### config.mk
export PLATFORM = sky130hd
export DESIGN_NAME = fan_curve_and_tacho_controller
export DESIGN_NICKNAME = d
export VERILOG_FILES = /design/src/sv/fctc_pkg.sv /design/src/sv/fctc_front.sv /design/src/sv/fctc_queue.sv /design/src/sv/fctc_back.sv /design/src/sv/fan_curve_and_tacho_controller.sv
export VERILOG_INCLUDE_DIRS = /design/src /design/src/sv
export SDC_FILE = /design/constraint.sdc
export NUM_CORES = 2
export LEC_CHECK = 0
export BUFFER_PORTS_ARGS = -buffer_cell sky130_fd_sc_hd__buf_2
export CELL_PAD_IN_SITES_DETAIL_PLACEMENT = 1
export CELL_PAD_IN_SITES_GLOBAL_PLACEMENT = 1
export CORE_MARGIN = 1.5
export CORE_UTILIZATION = 47
export CTS_CLUSTER_DIAMETER = 200
export DETAILED_ROUTE_END_ITERATION = 10
export PLACE_DENSITY_LB_ADDON = 0.1
export SETUP_SLACK_MARGIN = 0.2
export SLEW_MARGIN = 20
export SYNTH_ARGS = -nofsm -noshare
export SYNTH_HDL_FRONTEND = slang
export SYNTH_SLANG_ARGS = --single-unit
### constraint.sdc
create_clock -name i_clk -period 8.8 [get_ports i_clk]
set_input_delay 0.44 -clock i_clk [delete_from_list [all_inputs] [get_ports i_clk]]
set_output_delay 0.44 -clock i_clk [all_outputs]
set_load 0.005 [all_outputs]
### src/sv/fan_curve_and_tacho_controller_defines.svh
// assertion macros shared by the fan controller rtl
`ifndef FAN_CURVE_AND_TACHO_CONTROLLER_DEFINES_SVH
`define FAN_CURVE_AND_TACHO_CONTROLLER_DEFINES_SVH

`ifndef ASSERT_OFF
`define ASSERT_PROP(lbl, prop, msg) \
    lbl: assert property (@(posedge i_clk) disable iff (!i_rst_n) prop) else $error(msg);
`define ASSERT_NEVER(lbl, cond, msg) \
    `ASSERT_PROP(lbl, !(cond), msg)
`else
`define ASSERT_PROP(lbl, prop, msg)
`define ASSERT_NEVER(lbl, cond, msg)
`endif

`endif

### src/sv/fctc_pkg.sv
// types, constants and the temperature curve of the fan controller
package fctc_pkg;

    localparam int IN_DATA_W  = 32;
    localparam int IN_USER_W  = 3;
    localparam int OUT_DATA_W = 48;
    localparam int CFG_IDX_W  = 2;
    localparam int CFG_DATA_W = 16;

    localparam logic [2:0] ACT_EDGE = 3'd0;
    localparam logic [2:0] ACT_MEAS = 3'd1;
    localparam logic [2:0] ACT_REQ  = 3'd2;
    localparam logic [2:0] ACT_TEMP = 3'd3;
    localparam logic [2:0] ACT_ADJ  = 3'd4;

    localparam logic [CFG_IDX_W-1:0] CFG_PWM_TOP      = 2'd0;
    localparam logic [CFG_IDX_W-1:0] CFG_MIN_DUTY     = 2'd1;
    localparam logic [CFG_IDX_W-1:0] CFG_RPM_PER_EDGE = 2'd2;

    localparam logic [15:0] RST_PWM_TOP      = 16'd4999;
    localparam logic [6:0]  RST_MIN_DUTY     = 7'd20;
    localparam logic [7:0]  RST_RPM_PER_EDGE = 8'd6;
    localparam logic [15:0] RST_SPEED        = 16'hBEEF;
    localparam logic [15:0] RST_TEMP         = 16'h0BAD;
    localparam logic [6:0]  RST_DUTY         = 7'd20;

    localparam logic [6:0]  DUTY_MAX    = 7'd100;
    localparam logic [23:0] LEVEL_RECIP = 24'd10737419;
    localparam int          LEVEL_SHIFT = 30;

    localparam int QUEUE_DEPTH = 4;
    localparam int QUEUE_AW    = 2;
    localparam int QUEUE_CW    = QUEUE_AW + 1;

    localparam int CURVE_ROWS = 9;
    localparam int CURVE_LO   [CURVE_ROWS] = '{0, 2400, 2600, 2800, 3000, 3100, 3200, 3300, 3400};
    localparam int CURVE_HI   [CURVE_ROWS] = '{2400, 2600, 2800, 3000, 3100, 3200, 3300, 3400,
                                               10000};
    localparam int CURVE_DUTY [CURVE_ROWS] = '{20, 30, 40, 50, 60, 70, 80, 90, 100};

    typedef enum logic [2:0] {
        K_EDGE,
        K_MEAS,
        K_REQ,
        K_TEMP,
        K_ADJ
    } t_kind;

    typedef struct packed {
        t_kind              kind;
        logic [2:0]         fan;
        logic [7:0]         req;
        logic signed [15:0] temp;
    } t_cmd;

    typedef struct packed {
        logic [15:0] pwm_top;
        logic [6:0]  min_duty;
        logic [7:0]  rpm_per_edge;
    } t_cfg;

    typedef struct packed {
        logic full;
        logic empty;
    } t_q_status;

    // returns {hit, duty}
    function automatic logic [7:0] curve_lookup(input logic signed [15:0] t);
        logic       hit;
        logic [6:0] duty;
        hit  = 1'b0;
        duty = 7'd0;
        for (int r = 0; r < CURVE_ROWS; r++) begin
            if (CURVE_LO[r] < int'(t) && int'(t) <= CURVE_HI[r]) begin
                hit  = 1'b1;
                duty = 7'(CURVE_DUTY[r]);
            end
        end
        return {hit, duty};
    endfunction

endpackage

### src/sv/fctc_front.sv
// input side: takes words, sorts them into commands, drops the ones with no effect
module fctc_front #(
    parameter int NUM_FANS = 7
) (
    input  logic                              s_axis_tvalid,
    output logic                              s_axis_tready,
    input  logic [fctc_pkg::IN_DATA_W-1:0]    s_axis_tdata,
    input  logic [fctc_pkg::IN_USER_W-1:0]    s_axis_tuser,
    input  fctc_pkg::t_q_status               i_q,
    output logic                              o_push,
    output fctc_pkg::t_cmd                    o_cmd
);
    import fctc_pkg::*;

    logic       fan_ok;
    logic       keep;
    logic [2:0] fan;

    assign fan           = s_axis_tdata[2:0];
    assign fan_ok        = {1'b0, fan} < 4'(NUM_FANS);
    assign s_axis_tready = !i_q.full;
    assign o_push        = s_axis_tvalid && s_axis_tready && keep;

    always_comb begin
        o_cmd.fan  = fan;
        o_cmd.req  = s_axis_tdata[10:3];
        o_cmd.temp = s_axis_tdata[26:11];
        o_cmd.kind = K_EDGE;
        keep       = 1'b0;
        unique case (s_axis_tuser)
            ACT_EDGE: begin
                o_cmd.kind = K_EDGE;
                keep       = fan_ok;
            end
            ACT_MEAS: begin
                o_cmd.kind = K_MEAS;
                keep       = 1'b1;
            end
            ACT_REQ: begin
                o_cmd.kind = K_REQ;
                keep       = fan_ok;
            end
            ACT_TEMP: begin
                o_cmd.kind = K_TEMP;
                keep       = fan_ok;
            end
            ACT_ADJ: begin
                o_cmd.kind = K_ADJ;
                keep       = 1'b1;
            end
            default: begin
                keep = 1'b0;
            end
        endcase
    end

endmodule

### src/sv/fctc_queue.sv
// short command queue between the input side and the executor
`include "fan_curve_and_tacho_controller_defines.svh"

module fctc_queue (
    input  logic                i_clk,
    input  logic                i_rst_n,
    input  logic                i_push,
    input  fctc_pkg::t_cmd      i_cmd,
    input  logic                i_pop,
    output fctc_pkg::t_cmd      o_cmd,
    output fctc_pkg::t_q_status o_status
);
    import fctc_pkg::*;

    t_cmd                r_mem [QUEUE_DEPTH];
    logic [QUEUE_AW-1:0] r_wr;
    logic [QUEUE_AW-1:0] r_rd;
    logic [QUEUE_CW-1:0] r_count;

    assign o_cmd          = r_mem[r_rd];
    assign o_status.full  = r_count == QUEUE_CW'(QUEUE_DEPTH);
    assign o_status.empty = r_count == '0;

    always_ff @(posedge i_clk) begin
        if (i_push) begin
            r_mem[r_wr] <= i_cmd;
        end
    end

    always_ff @(posedge i_clk) begin
        if (!i_rst_n) begin
            r_wr    <= '0;
            r_rd    <= '0;
            r_count <= '0;
        end else begin
            if (i_push) begin
                r_wr <= r_wr + 1'b1;
            end
            if (i_pop) begin
                r_rd <= r_rd + 1'b1;
            end
            if (i_push && !i_pop) begin
                r_count <= r_count + 1'b1;
            end else if (!i_push && i_pop) begin
                r_count <= r_count - 1'b1;
            end
        end
    end

    `ASSERT_NEVER(a_no_overflow, i_push && o_status.full, "push into full queue")
    `ASSERT_NEVER(a_no_underflow, i_pop && o_status.empty, "pop from empty queue")
    `ASSERT_PROP(a_push_fills, (i_push && !i_pop) |=> !o_status.empty, "pushed word lost")

endmodule

### src/sv/fctc_back.sv
// executor: per-fan state, tick sweeps, level arithmetic and the result register
`include "fan_curve_and_tacho_controller_defines.svh"

module fctc_back #(
    parameter int NUM_FANS = 7
) (
    input  logic                            i_clk,
    input  logic                            i_rst_n,
    input  fctc_pkg::t_cfg                  i_cfg,
    input  fctc_pkg::t_q_status             i_q,
    input  fctc_pkg::t_cmd                  i_cmd,
    output logic                            o_pop,
    output logic                            m_axis_tvalid,
    input  logic                            m_axis_tready,
    output logic [fctc_pkg::OUT_DATA_W-1:0] m_axis_tdata,
    output logic                            m_axis_tlast
);
    import fctc_pkg::*;

    localparam int          FW       = (NUM_FANS > 1) ? $clog2(NUM_FANS) : 1;
    localparam logic [FW-1:0] LAST_IDX = FW'(NUM_FANS - 1);

    typedef enum logic [2:0] {
        S_IDLE,
        S_UPD,
        S_MUL1,
        S_MUL2,
        S_OUT
    } t_state;

    t_state      r_state;
    t_kind       r_kind;
    logic [FW-1:0] r_idx;

    logic [15:0] r_count [NUM_FANS];
    logic [15:0] r_speed [NUM_FANS];
    logic [15:0] r_temp  [NUM_FANS];
    logic        r_auto  [NUM_FANS];
    logic [6:0]  r_duty  [NUM_FANS];

    logic [23:0] r_prod;
    logic [47:0] r_quot;

    logic        r_valid;
    logic        r_last;
    logic [2:0]  r_out_fan;
    logic [6:0]  r_out_duty;
    logic [16:0] r_out_level;
    logic [15:0] r_out_speed;
    logic        r_out_auto;

    logic [FW-1:0] rd_idx;
    logic [15:0]   cur_count;
    logic [6:0]    cur_duty;
    logic [6:0]    floor_duty;
    logic [23:0]   meas_prod;
    logic [15:0]   meas_sat;
    logic [16:0]   top1;
    logic [7:0]    curve;
    logic          out_load;
    logic          out_fire;

    assign rd_idx     = (r_state == S_IDLE) ? i_cmd.fan[FW-1:0] : r_idx;
    assign cur_count  = r_count[rd_idx];
    assign cur_duty   = r_duty[rd_idx];
    assign floor_duty = (i_cfg.min_duty > DUTY_MAX) ? DUTY_MAX : i_cfg.min_duty;
    assign meas_prod  = 24'(cur_count) * 24'(i_cfg.rpm_per_edge);
    assign meas_sat   = (meas_prod[23:16] != 8'd0) ? 16'hFFFF : meas_prod[15:0];
    assign top1       = 17'(i_cfg.pwm_top) + 17'd1;
    assign curve      = curve_lookup(r_temp[rd_idx]);
    assign out_load   = !r_valid || m_axis_tready;
    assign out_fire   = (r_state == S_OUT) && out_load;
    assign o_pop      = (r_state == S_IDLE) && !i_q.empty;

    assign m_axis_tvalid = r_valid;
    assign m_axis_tlast  = r_last;
    // out_fan, duty_percent, duty_level, speed_rpm, auto_flag
    assign m_axis_tdata  = {4'd0, r_out_auto, r_out_speed, r_out_level, r_out_duty, r_out_fan};

    always_ff @(posedge i_clk) begin
        if (!i_rst_n) begin
            r_state <= S_IDLE;
            r_kind  <= K_EDGE;
            r_idx   <= '0;
            r_valid <= 1'b0;
            r_last  <= 1'b0;
            for (int i = 0; i < NUM_FANS; i++) begin
                r_count[i] <= 16'd0;
                r_speed[i] <= RST_SPEED;
                r_temp[i]  <= RST_TEMP;
                r_auto[i]  <= 1'b1;
                r_duty[i]  <= RST_DUTY;
            end
        end else begin
            if (out_fire) begin
                r_valid <= 1'b1;
            end else if (m_axis_tready) begin
                r_valid <= 1'b0;
            end
            unique case (r_state)
                S_IDLE: begin
                    if (o_pop) begin
                        unique case (i_cmd.kind)
                            K_EDGE: begin
                                if (cur_count != 16'hFFFF) begin
                                    r_count[rd_idx] <= cur_count + 16'd1;
                                end
                            end
                            K_REQ: begin
                                if (i_cmd.req > {1'b0, DUTY_MAX}) begin
                                    r_auto[rd_idx] <= 1'b1;
                                end else begin
                                    r_auto[rd_idx] <= 1'b0;
                                    r_duty[rd_idx] <= (i_cmd.req < {1'b0, floor_duty}) ?
                                                      floor_duty : i_cmd.req[6:0];
                                end
                            end
                            K_TEMP: begin
                                r_temp[rd_idx] <= i_cmd.temp;
                            end
                            K_MEAS, K_ADJ: begin
                                r_kind  <= i_cmd.kind;
                                r_idx   <= '0;
                                r_state <= S_UPD;
                            end
                            default: begin
                            end
                        endcase
                    end
                end
                S_UPD: begin
                    if (r_kind == K_MEAS) begin
                        r_speed[rd_idx] <= meas_sat;
                        r_count[rd_idx] <= 16'd0;
                    end else if (r_auto[rd_idx]) begin
                        if (curve[7]) begin
                            r_duty[rd_idx] <= curve[6:0];
                        end
                    end else if (cur_duty < floor_duty) begin
                        r_duty[rd_idx] <= floor_duty;
                    end
                    r_state <= S_MUL1;
                end
                S_MUL1: begin
                    r_prod  <= 24'(cur_duty) * 24'(top1);
                    r_state <= S_MUL2;
                end
                S_MUL2: begin
                    r_quot  <= 48'(r_prod) * 48'(LEVEL_RECIP);
                    r_state <= S_OUT;
                end
                S_OUT: begin
                    if (out_load) begin
                        r_last      <= r_idx == LAST_IDX;
                        r_out_fan   <= 3'(r_idx);
                        r_out_duty  <= cur_duty;
                        r_out_level <= r_quot[LEVEL_SHIFT+16:LEVEL_SHIFT];
                        r_out_speed <= r_speed[rd_idx];
                        r_out_auto  <= r_auto[rd_idx];
                        if (r_idx == LAST_IDX) begin
                            r_state <= S_IDLE;
                        end else begin
                            r_idx   <= r_idx + 1'b1;
                            r_state <= S_UPD;
                        end
                    end
                end
                default: begin
                    r_state <= S_IDLE;
                end
            endcase
        end
    end

    `ASSERT_PROP(a_last_on_final, out_fire |=> (r_last == (r_out_fan == 3'(LAST_IDX))), "bad tlast")
    `ASSERT_PROP(a_duty_range, r_valid |-> (r_out_duty <= DUTY_MAX), "duty above full scale")
    `ASSERT_PROP(a_level_range, r_valid |-> (r_out_level <= 17'h10000), "level above full scale")

endmodule

### src/sv/fan_curve_and_tacho_controller.sv
// top level of the multi-fan curve and tacho controller
//
//  channel   | direction | handshake                      | content
//  s_axis    | in        | s_axis_tvalid / s_axis_tready  | event word, action in tuser
//  m_axis    | out       | m_axis_tvalid / m_axis_tready  | per-fan status, tlast on last fan
//  cfg       | in        | i_cfg_valid / o_cfg_ready      | register index and value
//
// edge, request and sample words are applied by the executor as it pops them from the queue
// measure and adjust ticks sweep every fan through update, two multiply stages and
// result load; the result load waits while m_axis stalls
// the four-word queue keeps s_axis open while the executor sweeps, until the queue is full
// synchronous reset sets all per-fan state at once, no clearing pass
`include "fan_curve_and_tacho_controller_defines.svh"

module fan_curve_and_tacho_controller #(
    parameter int NUM_FANS = 7
) (
    input  logic                            i_clk,
    input  logic                            i_rst_n,
    input  logic                            s_axis_tvalid,
    output logic                            s_axis_tready,
    // fan_index, duty_request, temperature
    input  logic [fctc_pkg::IN_DATA_W-1:0]  s_axis_tdata,
    // action
    input  logic [fctc_pkg::IN_USER_W-1:0]  s_axis_tuser,
    output logic                            m_axis_tvalid,
    input  logic                            m_axis_tready,
    // out_fan, duty_percent, duty_level, speed_rpm, auto_flag
    output logic [fctc_pkg::OUT_DATA_W-1:0] m_axis_tdata,
    output logic                            m_axis_tlast,
    input  logic                            i_cfg_valid,
    output logic                            o_cfg_ready,
    input  logic [fctc_pkg::CFG_IDX_W-1:0]  i_cfg_index,
    input  logic [fctc_pkg::CFG_DATA_W-1:0] i_cfg_data
);
    import fctc_pkg::*;

    t_cfg      r_cfg;
    t_q_status q_status;
    t_cmd      push_cmd;
    t_cmd      head_cmd;
    logic      push;
    logic      pop;

    assign o_cfg_ready = 1'b1;

    always_ff @(posedge i_clk) begin
        if (!i_rst_n) begin
            r_cfg.pwm_top      <= RST_PWM_TOP;
            r_cfg.min_duty     <= RST_MIN_DUTY;
            r_cfg.rpm_per_edge <= RST_RPM_PER_EDGE;
        end else if (i_cfg_valid && o_cfg_ready) begin
            case (i_cfg_index)
                CFG_PWM_TOP:      r_cfg.pwm_top      <= i_cfg_data;
                CFG_MIN_DUTY:     r_cfg.min_duty     <= i_cfg_data[6:0];
                CFG_RPM_PER_EDGE: r_cfg.rpm_per_edge <= i_cfg_data[7:0];
                default: begin
                end
            endcase
        end
    end

    fctc_front #(
        .NUM_FANS (NUM_FANS)
    ) u_front (
        .s_axis_tvalid (s_axis_tvalid),
        .s_axis_tready (s_axis_tready),
        .s_axis_tdata  (s_axis_tdata),
        .s_axis_tuser  (s_axis_tuser),
        .i_q           (q_status),
        .o_push        (push),
        .o_cmd         (push_cmd)
    );

    fctc_queue u_queue (
        .i_clk    (i_clk),
        .i_rst_n  (i_rst_n),
        .i_push   (push),
        .i_cmd    (push_cmd),
        .i_pop    (pop),
        .o_cmd    (head_cmd),
        .o_status (q_status)
    );

    fctc_back #(
        .NUM_FANS (NUM_FANS)
    ) u_back (
        .i_clk         (i_clk),
        .i_rst_n       (i_rst_n),
        .i_cfg         (r_cfg),
        .i_q           (q_status),
        .i_cmd         (head_cmd),
        .o_pop         (pop),
        .m_axis_tvalid (m_axis_tvalid),
        .m_axis_tready (m_axis_tready),
        .m_axis_tdata  (m_axis_tdata),
        .m_axis_tlast  (m_axis_tlast)
    );

    `ASSERT_PROP(a_min_duty_range, m_axis_tvalid |-> (m_axis_tdata[9:3] <= DUTY_MAX), "duty range")
    `ASSERT_PROP(a_ready_when_room, !q_status.full |-> s_axis_tready, "input stalled with room")
    `ASSERT_PROP(a_pad_zero, m_axis_tvalid |-> (m_axis_tdata[47:44] == 4'd0), "padding bits set")

endmodule

* Word level (Yosys, flattened, before mapping)
Memory sizes are Yosys's and may differ from the RTL's. A register that Yosys moved wholly into a read port is not among the register bits.
Index checks and enable logic that the tools add are counted.
** Word-level totals
- Memories kept :: 6
- Register bits :: 148
- Logic and storage cells :: 231
- RAM bits :: 512
** Operators by class
- Eq/ne operators :: 22
- Bitwise gates (word level) :: 4
- Reduce and logical (&&, ||, !) cells :: 48
- Order comparisons :: 23
- Muxes and demuxes :: 101
- Multipliers :: 3
- Add/sub/neg operators :: 7
** Memory list
- u_queue.r_mem :: words 4, width 30, read ports 1, clocked after memory_dff 1, wr ports 1, RTL line fctc_queue.sv:15 : t_cmd r_mem [QUEUE_DEPTH];
- u_back.r_count :: words 7, width 16, read ports 1, clocked after memory_dff 0, wr ports 7, RTL line fctc_back.sv:35 : logic [15:0] r_count [NUM_FANS];
- u_back.r_speed :: words 7, width 16, read ports 1, clocked after memory_dff 1, wr ports 7, RTL line fctc_back.sv:36 : logic [15:0] r_speed [NUM_FANS];
- u_back.r_temp :: words 7, width 16, read ports 1, clocked after memory_dff 0, wr ports 7, RTL line fctc_back.sv:37 : logic [15:0] r_temp [NUM_FANS];
- u_back.r_duty :: words 7, width 7, read ports 1, clocked after memory_dff 0, wr ports 7, RTL line fctc_back.sv:39 : logic [6:0] r_duty [NUM_FANS];
- u_back.r_auto :: words 7, width 1, read ports 1, clocked after memory_dff 0, wr ports 7, RTL line fctc_back.sv:38 : logic r_auto [NUM_FANS];
** Operator list (number)
- $le 16x13->1 const B :: 8
- $lt 13x16->1 const A :: 8
- $mux 16 :: 5
- $mux 7 :: 9
- $mux 1 :: 61
- $reduce_or 16->1 :: 3
- $mul 24x24->47 const B :: 1
- $mux 3 :: 15
- $mul 16x8->24 :: 1
- $mul 7x17->24 :: 1
- $eq 3x2->1 const B :: 6
- $mux 6 :: 3
- $add 16x1->17 const B :: 1
- $add 16x1->16 const B :: 1
- $le 16x15->1 const B :: 1
- $lt 1x16->1 const A :: 1
- $ne 16x16->1 const B :: 1
- $eq 3x3->1 const B :: 5
- $logic_and 1x1->1 :: 15
- $pmux 3 s5 :: 1
- $eq 3x1->1 const B :: 4
- $logic_not 3->1 :: 4
- $pmux 3 s4 :: 1
- $reduce_and 2->1 :: 6
- other kinds (28) :: 46

* Depth between registers and ports, before layout
An unclocked memory read counts as a cell.
- Word-level depth :: 24
- Gate-level depth with buffers :: 37
- Gate-level depth less buffers :: 28

* Hierarchy
Synthesis repeated with hierarchy kept, for this count alone.
** Second synthesis, totals
- Cell total of the unflattened synthesis :: 4562
- Area total of the unflattened synthesis :: 49547.5 um2
** By module, submodules not included
- fctc_back :: cells an instance 4198, area an instance 43195.2 um2, times used 1
- fctc_queue :: cells an instance 199, area an instance 4773.3 um2, times used 1
- fan_curve_and_tacho_controller :: cells an instance 129, area an instance 1296.2 um2, times used 1
- fctc_front :: cells an instance 36, area an instance 282.8 um2, times used 1

* Least setup slack after synthesis
Ideal clock, no wire load.
- Path type :: reg-to-reg
- From :: reg u_back.r_state[2]
- To :: mem u_back.r_speed[0][6], data pin
- Stages on the path, launching flop included :: 34
- Arrival :: 8369 ps
- Period minus slack after synthesis :: 8642 ps
- Path slack :: 158 ps
- Required time :: 8527 ps
- Cells stage by stage :: dfxtp_1 buf_2 nor3_4 mux2i_2 buf_2 buf_4 buf_2 buf_2 buf_2 nand2_1 a311oi_1 a21oi_1 inv_1 nand2_1 fa_1 fa_1 inv_1 fa_1 inv_1 fa_1 inv_1 ha_1 a21oi_1 o21ai_0 a21oi_1 o211ai_1 a31o_2 o41ai_1 mux2_2 a2111o_1 clkbuf_1 nor3_1 clkbuf_1 nand2_1
** RTL lines
- from (decl) :: RTL line fctc_back.sv:31 : t_state r_state;
- from (signal assigned) :: RTL line fctc_back.sv:82 : r_state <= S_IDLE;
- from (signal assigned) :: RTL line fctc_back.sv:124 : r_state <= S_UPD;
- from (signal assigned) :: RTL line fctc_back.sv:142 : r_state <= S_MUL1;
- to (decl) :: RTL line fctc_back.sv:36

==> results.json <==
{
  "layout-drive-gt1-share_pct": 9.412,
  "yosys_warnings": 0,
  "end_kind": "flop",
  "port_buffers": 99,
  "crit_arrival_ns": 8.59,
  "grt_max_degree": 66,
  "slew_headroom_pct": 25.48,
  "cpMostUsedCell": "fa_1",
  "reg2reg_slack_ns": 0.59,
  "synth_area_leaders": "edfxtp_1, fa_1, ha_1, nand2_1, dfxtp_1",
  "wl_mm": 127.3,
  "synth.distinct_cells": 89,
  "hold_slack_ns": 0.02841,
  "gp_congestion": 0.8759,
  "cts.path.max_buffers": 3,
  "postRouteAntennaNets": 0,
  "io_pins": 110,
  "post-route-period-util_pct": 93.33,
  "area_growth_pct": 11.38,
  "vias": 31840,
  "r2r-end": "u_back.r_speed[4][15]",
  "dp.final_hpwl_mm": 90.88,
  "tightest_slew_ns": 1.113,
  "core_region_area_mm2": 0.1000,
  "status": "finished, final reports clean",
  "drc": 0,
  "grt-busiest-layer": "met2",
  "row_count": 116,
  "grt_overflow": 0,
  "use_met3_pct": 2.734,
  "path_delay_family": "adder cells",
  "place_ws_ns": 0.3834,
  "yosysSeqAreaShare_pct": 42.35,
  "critPathRequiredTime_ns": 9.18,
  "ys_dominant_reg_cell": "edfxtp_1",
  "cts-buffers-inserted": 80,
  "skew_ns": 0.06254,
  "clk_pin_slew_ns": 0.06,
  "maxSlewViolCount": 0,
  "fmax_mhz": 121.8,
  "worst_path_max_delay_cell": "mux4_2",
  "critPathKind": "flop to flop",
  "die_height_um": 320.5,
  "maxCapViolations": 0,
  "use_met2_pct": 44.11,
  "fin_ws_ns": 0.5871,
  "synthCells": 4338,
  "insertion_delay_ns": 0.69,
  "yosys_register_bits": 704,
  "drtIter0Drc": 1673,
  "finalSetupViolations": 0,
  "die_w_um": 320.5,
  "post-synth-top-area-cell": "edfxtp_1",
  "hold_end": "u_queue.r_mem[0][26]",
  "avgRoutedWirePerCell_um": 21.73,
  "initial_core_util_pct": 47.38,
  "dieArea_mm2": 0.1027,
  "final_common_cell": "nand2_1",
  "routed_via_density": 5.434,
  "avgSynthCellArea_um2": 10.92,
  "cts_tree": "done",
  "dr.pass1.iters": 5,
  "final.fill_count": 10650,
  "grt_pass1_wl_mm": 198.5,
  "cp_slowest_stage_delay_ns": 0.58,
  "cp_num_buf_inv": 6,
  "antenna_found_initial": 5,
  "syn_area_mm2": 0.04738,
  "min-delay-start": "s_axis_tdata[2]",
  "use_met1_pct": 32.85,
  "r2r_cells": 28,
  "period_needed_ns": 8.213,
  "hold_path_class": "input port to flop",
  "grt_setup_unrepaired": "no",
  "crit_fanout": 31,
  "async_flop_share_pct": 0,
  "mostFrequentLayoutCells": "nand2_1, edfxtp_1, inv_1, fa_1, ha_1",
  "start_kind": "flop",
  "h-tree-depth": 3,
  "nets": 5315,
  "grt_pass1_vias": 34840,
  "root_buffer": "clkbuf_16",
  "final_hold_viol_count": 0,
  "yosysTopAreaCellShare_pct": 37.83,
  "cts_sinks": 704,
  "hold_path_depth": 1,
  "grtUsageTotal_pct": 25.12,
  "synth_edf_count": 597,
  "tns_ns": 0
}
## synth_stat cells, types with 61 or more instances
library cell / n
nor2b_1: 126
inv_1: 523
nor2_1: 300
xnor2_1: 61
nand2_1: 729
nand3_1: 117
and3_1: 78
edfxtp_1: 597
fa_1: 383
a21oi_1: 125
ha_1: 381
mux2i_1: 68
clkbuf_1: 101
dfxtp_1: 107
o21ai_0: 84
## how the worst max path moves through the flow
stage,depth (start not counted),end,slack (ns),startpoint
after floorplan,29,u_back.r_speed[0][6],0.23,flop
after global placement,24,u_back.r_speed[4][6],0.44,u_back.r_state[2]
after detailed placement,29,u_back.r_speed[0][13],0.38,u_back.r_state[2]
after CTS,26,u_back.r_prod[22],0.33,u_back.r_state[2]
after global routing,27,u_back.r_speed[0][13],0.19,flop
final,28,u_back.r_speed[4][15],0.59,flop
## through the flow
step                      area (µm²)  instances  utilization (%)
after floorplan                47410       4341                -
after global placement         49640       5669            49.64
after detailed placement       49640       5669            49.64
after CTS                      52640       5849            52.64
after global routing           52770       5857            52.77
final                          52770       5858            52.77
## timing repair
item / in CTS / in global routing
hold buffers: 33 / 0
resized for setup: 0 / 11
hold endpoints to repair: 109 / 0
endpoints found under the setup margin: 0 / 129
buffers inserted: 0 / 5
## state kept, by name, summed over array words and instances (netlist names), 3 cells and up, named ones only
| register | cells |
|---|---|
| u_back.r_out_duty | 7 |
| u_back.r_speed | 128 |
| u_back.r_temp | 128 |
| u_back.r_prod | 24 |
| u_back.r_duty | 56 |
| u_queue.r_mem | 120 |
| u_back.r_out_fan | 3 |
| u_back.r_out_speed | 16 |
| u_back.r_idx | 3 |
| u_queue.r_count | 3 |
| r_cfg | 31 |
| u_back.r_auto | 8 |
| u_back.r_quot | 17 |
| u_back.r_out_level | 17 |
| u_back.r_count | 128 |
| u_back.r_state | 3 |
| u_back.r_kind | 3 |
## logic make-up after synthesis
family	Yosys count	share of synthesized area, %
other cells	2	0.01585
compound gates	426	5.902
simple gates	1539	14.62
fa+ha+maj	764	26.24
flops	704	42.35
mux	122	3.517
buf+inv	695	5.759
xor+xnor	86	1.590
## per-layer routing
| metal | vias to the layer above | part of all wire (%) |
|---|---|---|
| met5 | - | 0.032 |
| met4 | 6 | 2.7 |
| met3 | 169 | 3.4 |
| met2 | 532 | 50 |
| met1 | 16230 | 44 |
| li1 | 14900 | - |
## area by class of cell
type	count	area, µm²	area share [%]
multi-input combinational	2942	24720	46.84
sequential	704	20070	38.03
clock buffer	108	2157	4.087
inverter	524	1967	3.727
timing repair buffer	241	1719	3.258
tap	1298	1624	3.077
clock inverter	39	514.2	0.9744
antenna	2	5.005	0.009483
Power is not shown: default switching activity piles up to over one toggle a cycle in this logic, so the estimate is an artifact.
